===== src/hdl/alamouti_zf_layer_demapper_core_assert.svh =====
// ---------------------------------------------------------------------------
// Assertion macros for the layer demapper
// Shared concurrent assertion forms, clocked on clk and cut by rst.
// ---------------------------------------------------------------------------
`ifndef ALAMOUTI_ZF_LAYER_DEMAPPER_CORE_ASSERT_SVH
`define ALAMOUTI_ZF_LAYER_DEMAPPER_CORE_ASSERT_SVH

// same-cycle implication
`define AZF_ASSERT_NOW(lbl, ante, cons, msg) \
  lbl: assert property (@(posedge clk) disable iff (rst) (ante) |-> (cons)) else $error(msg);

// next-cycle implication
`define AZF_ASSERT_NEXT(lbl, ante, cons, msg) \
  lbl: assert property (@(posedge clk) disable iff (rst) (ante) |=> (cons)) else $error(msg);

`endif


===== src/hdl/azf_pkg.sv =====
// ---------------------------------------------------------------------------
// azf_pkg
// Widths, codes, latencies and shared types of the layer demapper.
// ---------------------------------------------------------------------------
package azf_pkg;

  localparam int MAX_PORT_COUNT  = 4;
  localparam int MAX_LAYER_COUNT = 4;

  localparam int SAMPLE_W = 16;
  localparam int PRODUCT_W = 32;
  localparam int NUM_W    = 34;
  localparam int ABS_W    = 33;
  localparam int PWR_W    = 33;
  localparam int DEN_W    = 37;
  localparam int SCALED_W = 50;
  localparam int REM_W    = 54;
  localparam int QUO_W    = 17;
  localparam int SQRT2_W  = 17;
  localparam int SINGLE_SHIFT = 12;
  localparam int DIV_DEN_SHIFT = 4;

  localparam logic [SQRT2_W-1:0] SQRT2_Q16 = 17'd92682;

  localparam int FRONT_LAT = 3;
  localparam int DIV_STEPS = QUO_W;
  localparam int LANE_LAT  = DIV_STEPS + 4;
  localparam int PIPE_LAT  = FRONT_LAT + LANE_LAT;

  localparam logic [1:0] REG_MODE        = 2'd0;
  localparam logic [1:0] REG_PORT_COUNT  = 2'd1;
  localparam logic [1:0] REG_LAYER_COUNT = 2'd2;

  localparam logic [1:0] MODE_SINGLE    = 2'd0;
  localparam logic [1:0] MODE_DIVERSITY = 2'd1;
  localparam logic [1:0] MODE_SPATIAL   = 2'd2;
  localparam logic [1:0] MODE_RESERVED  = 2'd3;

  localparam logic [1:0] ST_OK      = 2'd0;
  localparam logic [1:0] ST_BAD_CFG = 2'd1;
  localparam logic [1:0] ST_ZERO    = 2'd2;
  localparam logic [1:0] ST_SAT     = 2'd3;

  typedef logic signed [SAMPLE_W-1:0] sample_t;
  typedef logic signed [NUM_W-1:0]    num_t;

  typedef struct packed {
    logic bad;
    logic last;
  } azf_entry_t;

  typedef struct packed {
    logic bad;
    logic zero;
    logic last;
  } azf_meta_t;

endpackage


===== src/hdl/azf_lane.sv =====
// ---------------------------------------------------------------------------
// azf_lane
// One output component: scale, radix-2 restoring divide, round and saturate.
// ---------------------------------------------------------------------------
module azf_lane (
  input  logic                       clk,
  input  logic                       en,
  input  azf_pkg::num_t              num,
  input  logic [azf_pkg::DEN_W-1:0]  den,
  input  logic                       div,
  output azf_pkg::sample_t           res,
  output logic                       sat
);

  localparam int STEPS = azf_pkg::DIV_STEPS;

  logic                          neg1, neg2;
  logic                          div1;
  logic [azf_pkg::ABS_W-1:0]     mag1;
  logic [azf_pkg::DEN_W-1:0]     den1, den2;
  logic [azf_pkg::SCALED_W-1:0]  x2;

  logic [azf_pkg::REM_W-1:0]     rem_s [STEPS+1];
  logic [azf_pkg::QUO_W-1:0]     quo_s [STEPS+1];
  logic [azf_pkg::DEN_W-1:0]     den_s [STEPS+1];
  logic                          neg_s [STEPS+1];
  logic                          ovf_s [STEPS+1];

  logic [azf_pkg::QUO_W-1:0]     q2;
  logic [azf_pkg::QUO_W:0]       qsum;
  logic [azf_pkg::QUO_W-1:0]     qr;

  always_ff @(posedge clk) begin
    if (en) begin
      neg1 <= num[azf_pkg::NUM_W-1];
      mag1 <= azf_pkg::ABS_W'(num[azf_pkg::NUM_W-1] ? -num : num);
      den1 <= den;
      div1 <= div;
    end
  end

  always_ff @(posedge clk) begin
    if (en) begin
      x2   <= div1 ? azf_pkg::SCALED_W'(mag1 * azf_pkg::SQRT2_Q16)
                   : azf_pkg::SCALED_W'({mag1, azf_pkg::SINGLE_SHIFT'(0)});
      den2 <= den1;
      neg2 <= neg1;
    end
  end

  always_ff @(posedge clk) begin
    if (en) begin
      rem_s[0] <= azf_pkg::REM_W'(x2);
      quo_s[0] <= '0;
      den_s[0] <= den2;
      neg_s[0] <= neg2;
      ovf_s[0] <= azf_pkg::REM_W'(x2) >= azf_pkg::REM_W'({den2, azf_pkg::QUO_W'(0)});
    end
  end

  for (genvar k = 0; k < STEPS; k++) begin : g_step
    localparam int BIT = STEPS - 1 - k;
    logic [azf_pkg::REM_W-1:0] trial;
    logic                      take;

    assign trial = azf_pkg::REM_W'(den_s[k]) << BIT;
    assign take  = rem_s[k] >= trial;

    always_ff @(posedge clk) begin
      if (en) begin
        rem_s[k+1] <= take ? rem_s[k] - trial : rem_s[k];
        quo_s[k+1] <= quo_s[k] | (azf_pkg::QUO_W'(take) << BIT);
        den_s[k+1] <= den_s[k];
        neg_s[k+1] <= neg_s[k];
        ovf_s[k+1] <= ovf_s[k];
      end
    end
  end

  assign q2   = ovf_s[STEPS] ? '1 : quo_s[STEPS];
  assign qsum = {1'b0, q2} + (azf_pkg::QUO_W+1)'(1);
  assign qr   = qsum[azf_pkg::QUO_W:1];

  always_ff @(posedge clk) begin
    if (en) begin
      if (neg_s[STEPS]) begin
        sat <= qr > azf_pkg::QUO_W'(32768);
        res <= (qr > azf_pkg::QUO_W'(32768)) ? azf_pkg::sample_t'(16'h8000)
                                             : azf_pkg::sample_t'(~qr[15:0] + 16'd1);
      end else begin
        sat <= qr > azf_pkg::QUO_W'(32767);
        res <= (qr > azf_pkg::QUO_W'(32767)) ? azf_pkg::sample_t'(16'h7fff)
                                             : azf_pkg::sample_t'(qr[15:0]);
      end
    end
  end

endmodule


===== config.mk =====
export PLATFORM = sky130hd
export DESIGN_NAME = azf_lane
export DESIGN_NICKNAME = d
export VERILOG_FILES = /design/src/hdl/alamouti_zf_layer_demapper_core_assert.svh /design/src/hdl/azf_pkg.sv /design/src/hdl/azf_lane.sv
export SDC_FILE = /design/constraint.sdc
export NUM_CORES = 2
export LEC_CHECK = 0
export BUFFER_PORTS_ARGS = -buffer_cell sky130_fd_sc_hd__buf_2
export CAP_MARGIN = 15
export CELL_PAD_IN_SITES_DETAIL_PLACEMENT = 0
export CELL_PAD_IN_SITES_GLOBAL_PLACEMENT = 1
export CORE_MARGIN = 10
export CORE_UTILIZATION = 42
export CTS_BUF_LIST = sky130_fd_sc_hd__clkbuf_2 sky130_fd_sc_hd__clkbuf_4 sky130_fd_sc_hd__clkbuf_8
export CTS_CLUSTER_DIAMETER = 200
export DETAILED_ROUTE_END_ITERATION = 10
export MAX_ROUTING_LAYER = met4
export PLACE_DENSITY_LB_ADDON = 0.08
export SETUP_SLACK_MARGIN = 0.15
export SKIP_CTS_REPAIR_TIMING = 1
export SYNTH_ARGS = -nofsm -noshare
export SYNTH_HDL_FRONTEND = slang
export SYNTH_SLANG_ARGS = --single-unit

===== constraint.sdc =====
create_clock -name clk -period 8.6 [get_ports clk]
set_clock_uncertainty 0.05 [all_clocks]
set_input_delay 0 -clock clk [delete_from_list [all_inputs] [get_ports clk]]
set_output_delay 0 -clock clk [all_outputs]
set_load 0.05 [all_outputs]

Word-level counts from Yosys, hierarchy flattened. Memories as Yosys holds them, arrays and structs flattened. Cells that the tools add are included.

$add $sub $neg: 20. Multiply operators: 1. $lt $le $gt $ge: 20. Mux-type cells: 26. Bitwise gates (word level): 18.

Operator list (number): 2-to-1 mux 54 bit (17); >= comparator 50 x 54 -> 1 bit (1); >= comparator 54 x 37 -> 1 bit (1); >= comparator 54 x 38 -> 1 bit (1); >= comparator 54 x 39 -> 1 bit (1); >= comparator 54 x 40 -> 1 bit (1); >= comparator 54 x 41 -> 1 bit (1); >= comparator 54 x 42 -> 1 bit (1); >= comparator 54 x 43 -> 1 bit (1); >= comparator 54 x 44 -> 1 bit (1); >= comparator 54 x 45 -> 1 bit (1); >= comparator 54 x 46 -> 1 bit (1); >= comparator 54 x 47 -> 1 bit (1); >= comparator 54 x 48 -> 1 bit (1); >= comparator 54 x 49 -> 1 bit (1); >= comparator 54 x 50 -> 1 bit (1); >= comparator 54 x 51 -> 1 bit (1); >= comparator 54 x 52 -> 1 bit (1); >= comparator 54 x 53 -> 1 bit (1); subtractor 54 x 37 -> 54 bit (1); subtractor 54 x 38 -> 54 bit (1); subtractor 54 x 39 -> 54 bit (1); subtractor 54 x 40 -> 54 bit (1); subtractor 54 x 41 -> 54 bit (1); 41 further kinds (45).

Register bits after elaboration: 177. Bits in writable memories: 1980. Output and inout port bits: 17. Word-level logic and storage cells: 100. Memories kept: 5.

Memory list: rem_s (words 18, width 54, read ports 17, clocked after memory_dff 0, wr ports 18, line azf_lane.sv:23) `logic [azf_pkg::REM_W-1:0] rem_s [STEPS+1];`; den_s (words 18, width 37, read ports 17, clocked after memory_dff 0, wr ports 18, line azf_lane.sv:25) `logic [azf_pkg::DEN_W-1:0] den_s [STEPS+1];`; quo_s (words 18, width 17, read ports 18, clocked after memory_dff 0, wr ports 18, line azf_lane.sv:24) `logic [azf_pkg::QUO_W-1:0] quo_s [STEPS+1];`; neg_s (words 18, width 1, read ports 18, clocked after memory_dff 0, wr ports 18, line azf_lane.sv:26) `logic neg_s [STEPS+1];`; ovf_s (words 18, width 1, read ports 18, clocked after memory_dff 0, wr ports 18, line azf_lane.sv:27) `logic ovf_s [STEPS+1];`.

Longest topological paths before layout. An unclocked memory read counts as a cell.

Depth after elaboration: 7. Mapped depth: 22.

Worst setup path after synthesis. Ideal clock, no wire load.

Path kind: flip-flop to flip-flop. Start: register mag1[5] in the netlist's numbering. End: register x2[39] in the netlist's numbering, data pin. Arrival: 5.844 ns. Required time: 8.290 ns. Setup slack: 2.446 ns. Cell stages (with the launch flop): 21. Path buffers: 0. Period minus slack after synthesis: 6.154 ns. Cells stage by stage: edfxtp_1 -> ha_1 -> xor2_1 -> ha_1 -> or2_2 -> fa_1 -> inv_1 -> fa_1 -> fa_1 -> fa_1 -> inv_1 -> ha_1 -> nand3_1 -> a2111oi_2 -> nor3_1 -> o31ai_2 -> a31oi_1 -> or3_1 -> o21ai_0 -> xnor2_1 -> mux2_2.

Cells in the longest elaborated chain, start to end: 2.

Ends and longest elaborated chain: from (decl) (line azf_lane.sv:19) `logic [azf_pkg::ABS_W-1:0] mag1;`; from (signal assigned) (line azf_lane.sv:36) `mag1 <= azf_pkg::ABS_W'(num[azf_pkg::NUM_W-1] ? -num : num);`; multiplier 33 x 16 -> 49 bit (line azf_lane.sv:44) `x2 <= div1 ? azf_pkg::SCALED_W'(mag1 * azf_pkg::SQRT2_Q16)`; 2-to-1 mux 45 bit (line azf_lane.sv:44); to (signal assigned) (line azf_lane.sv:44); to (decl) (line azf_lane.sv:21) `logic [azf_pkg::SCALED_W-1:0] x2;`.

Every way passes these cells. A chain may end at the register's enable or synchronous reset.

Final worst setup path.
Start: register mag1[5] in the netlist's numbering. End: register x2[41] in the netlist's numbering, data pin.

Same word-level chain as after synthesis.

==> results.yml <==
status:
  outcome: "complete, no violations"
pwr:
  power.internal_mw: 28.5
  clkPwrFrac_pct: 18.4
  switchingPower_mw: 19.9
  powerDensity_mw_per_mm2: 383
  p_seq_share_pct: 31.0
  p_leak_nw: 51.1
  vdd_ir_drop_max_mv: 0.436
  sw_frac_of_total_pct: 41.2
  combPwrFrac_pct: 50.7
min_path:
  hold_depth: 2
  worstHoldStart: "en"
  hp-class: "input pin to register"
  min_delay_worst_endpoint: "mag1[18]"
flow_run:
  max-cap-violations: 0
global_route:
  grt_pass1_vias: 80800
  grt_max_degree: 174
  gr-total-overflow: 0
  grt_antenna_before_repair: 5
  grt_pass1_wl_um: 485000
  grt_util_all_layers_pct: 21.8
layout:
  nNetsFinal: 11900
  num-fill-cells: 24700
  mostFrequentLayoutCell: "edfxtp_1"
  syn_to_final_growth_pct: 11.6
  drive_gt1_share_pct: 8.17
  final_cell_mix: "edfxtp_1, inv_1, ha_1"
routing:
  drt_iter0_markers: 4603
  vias: 79200
  finalWirelength_um: 319000
  drc: 0
  wl_per_cell_um: 21.8
  postRouteAntennaNets: 0
  viasPerCell: 5.42
  dr.pass1.iters: 5
synth:
  synth_cell_types: 105
  synth-edff-count: 1891
  synth_async_sr_flop_share_pct: 0
  synthesis.area_sq_mm: 0.113
  avgSynthCellArea_sq_um: 10.8
  yosysWarnings: 0
  ys.flop_type: "edfxtp_1"
  yosysSeqAreaShare_pct: 50.2
  synthCells: 10400
  synth_nets: 11500
  ys_ff_latch: 1891
placement:
  gp_congestion: 0.916
  place_hpwl_um: 251000
  port_buffers: 90
  pre_cts_ws_ns: 1.74
floorplan:
  core_area_sq_mm: 0.268
  ioPinCount: 91
  die_w_um: 539
  die_area_sq_mm: 0.290
  initial_core_util_pct: 42.2
  rows: 190
  die_y_um: 539
critical_path:
  arrival_ns: 7.67
  cpLargestDelayFamily: "adder cells"
  timing.rr.start: "mag1[5]"
  critPathMaxFanout: 7
  crit_chain: "ha_1 > xor2_1 > ha_1 > or2_2 > fa_1 > inv_1 > fa_1 > fa_1 > fa_1 > inv_1 > ha_1 > nand3_1 > nor3b_1 > nor3_1 > o31ai_1 > o2111ai_1 > a21oi_1 > nor2b_1 > xnor2_1 > mux2_2"
  worstSetupEndpointType: "register"
  r2r_slack_ns: 1.65
  cpMostUsedCell: "fa_1"
  required_ns: 9.33
  cp_slowest_cell: "fa_1"
  critPathLaunchType: "register"
  critPathMaxStageDelay_ns: 0.55
  worstSetupPathType: "register to register"
  rr_worst_depth: 20
  path_buf_inv: 2
  path_depth: 20
  worst_r2r_endpoint: "x2[41]"
sta:
  rsz0062_at_grt: "no"
  fin_crit_ns: 6.95
  setup_viol: 0
  fin_ws_ns: 1.65
  holdWs_ns: 0.00834
  slew_headroom_pct: 21.5
  min_period_over_period_pct: 80.8
  clock.fmax_ghz: 0.144
  tns_ns: 0
  tightest_slew_ns: 1.15
  final-max-slew-violation-count: 0
  finalHoldViolations: 0
clocking:
  htree_levels: 5
  clk_latency_ns: 1.04
  numCtsBuffers: 351
  clk_pin_slew_ns: 0.06
  cts_buffer_depth: 4
  clkSinkCount: 1891
  tritoncts: "built"
  cts.root.buffer_cell: "clkbuf_8"
-- worst max path at each step --
stage                        end  startpoint
after global placement    x2[39]     mag1[5]
after global routing      x2[43]     mag1[6]
after CTS                 x2[41]     mag1[5]
final                     x2[41]     mag1[5]
after detailed placement  x2[41]     mag1[5]
after floorplan           x2[39]     mag1[5]
-- final cells by class --
| cell class | count | area, sq um | share of cell area, % |
|---|---|---|---|
| Sequential cell | 1891 | 56800 | 45.0 |
| Multi-Input combinational cell | 7114 | 51000 | 40.4 |
| Clock buffer | 451 | 5630 | 4.46 |
| Tap cell | 3552 | 4440 | 3.52 |
| Inverter | 1111 | 4170 | 3.30 |
| Timing Repair Buffer | 321 | 2750 | 2.18 |
| Clock inverter | 168 | 1410 | 1.12 |
| Antenna cell | 5 | 12.5 | 0.00991 |
-- cells in the mapped netlist (69+ instances only) --
cell type	instances	share of area, %
edfxtp_1	1891	50
inv_1	1109	3.7
ha_1	867	9.6
nand2_1	814	2.7
a21oi_1	804	3.6
o21ai_0	696	3.1
nor2_1	573	1.9
xnor2_1	399	3.1
a21o_1	394	2.6
xor2_1	327	2.5
clkbuf_1	263	0.87
nand4_1	181	1.0
nor3_1	168	0.74
nand3_1	159	0.70
fa_1	140	2.5
o21a_1	113	0.75
nor2b_1	100	0.55
nor4_1	100	0.55
o21bai_1	100	0.66
mux2_2	99	0.99
nand2b_1	96	0.53
a211oi_1	77	0.51
a31oi_1	75	0.42
o31ai_1	73	0.48
and3_1	69	0.38
-- through the flow --
stage | power, mW | util [%] | std cells | instance area (sq um)
global placement | 39.7 | 43.8 | 13800 | 117000
floorplan | 32.6 | - | 10400 | 113000
finish | 48.4 | 47.1 | 14600 | 126000
global route | 52.3 | 47.1 | 14600 | 126000
CTS | 48.8 | 46.5 | 14400 | 124000
detailed placement | 39.6 | 43.8 | 13800 | 117000
-- registers in the layout (all words and copies together) (netlist names), 18 cells and up --
name	count
ovf_s	18
mag1	33
neg_s	18
x2	49
rem_s	897
den_s	629
den2	37
quo_s	153
den1	37
-- worst reg2reg max path, delay by kind of cell (launching register included) --
| kind | cells | cell delay (ns) |
|---|---|---|
| AO/OA/AOI/OAI | 3 | 1.23 |
| XOR/XNOR | 2 | 0.36 |
| adder cells (fa/ha/maj) | 7 | 3.09 |
| buffers and inverters | 2 | 0.10 |
| flip-flops | 1 | 0.54 |
| multiplexers | 1 | 0.26 |
| AND/OR/NAND/NOR | 5 | 1.10 |
-- per-layer routing --
metal / global-route usage [%] / part of all wire (%) / vias to the layer above
li1: - / - / 38800
met1: 23.6 / 39 / 38200
met3: 2.09 / 2.9 / 680
met2: 40.8 / 53 / 1572
met4: 9.10 / 4.8 / 0
met5: - / 0 / -
-- power groups by stage --
stage          clock [mW]  combinational [mW]  sequential (mW)
3_3_place_gp            0                24.5             15.2
4_1_cts              9.18                24.6             15.0
5_1_grt              9.60                27.5             15.2
2_1_floorplan           0                18.4             14.2
6_report             8.89                24.5             15.0
3_5_place_dp            0                24.4             15.2
-- logic make-up after synthesis --
family | synth area share, %
XOR/XNOR | 5.62
multiplexers | 1.10
flip-flops | 50.2
adder cells (fa/ha/maj) | 12.1
buffers and inverters | 4.85
AO/OA/AOI/OAI | 15.2
AND/OR/NAND/NOR | 11.0
No activity file was read; power rests on OpenSTA's default activity.
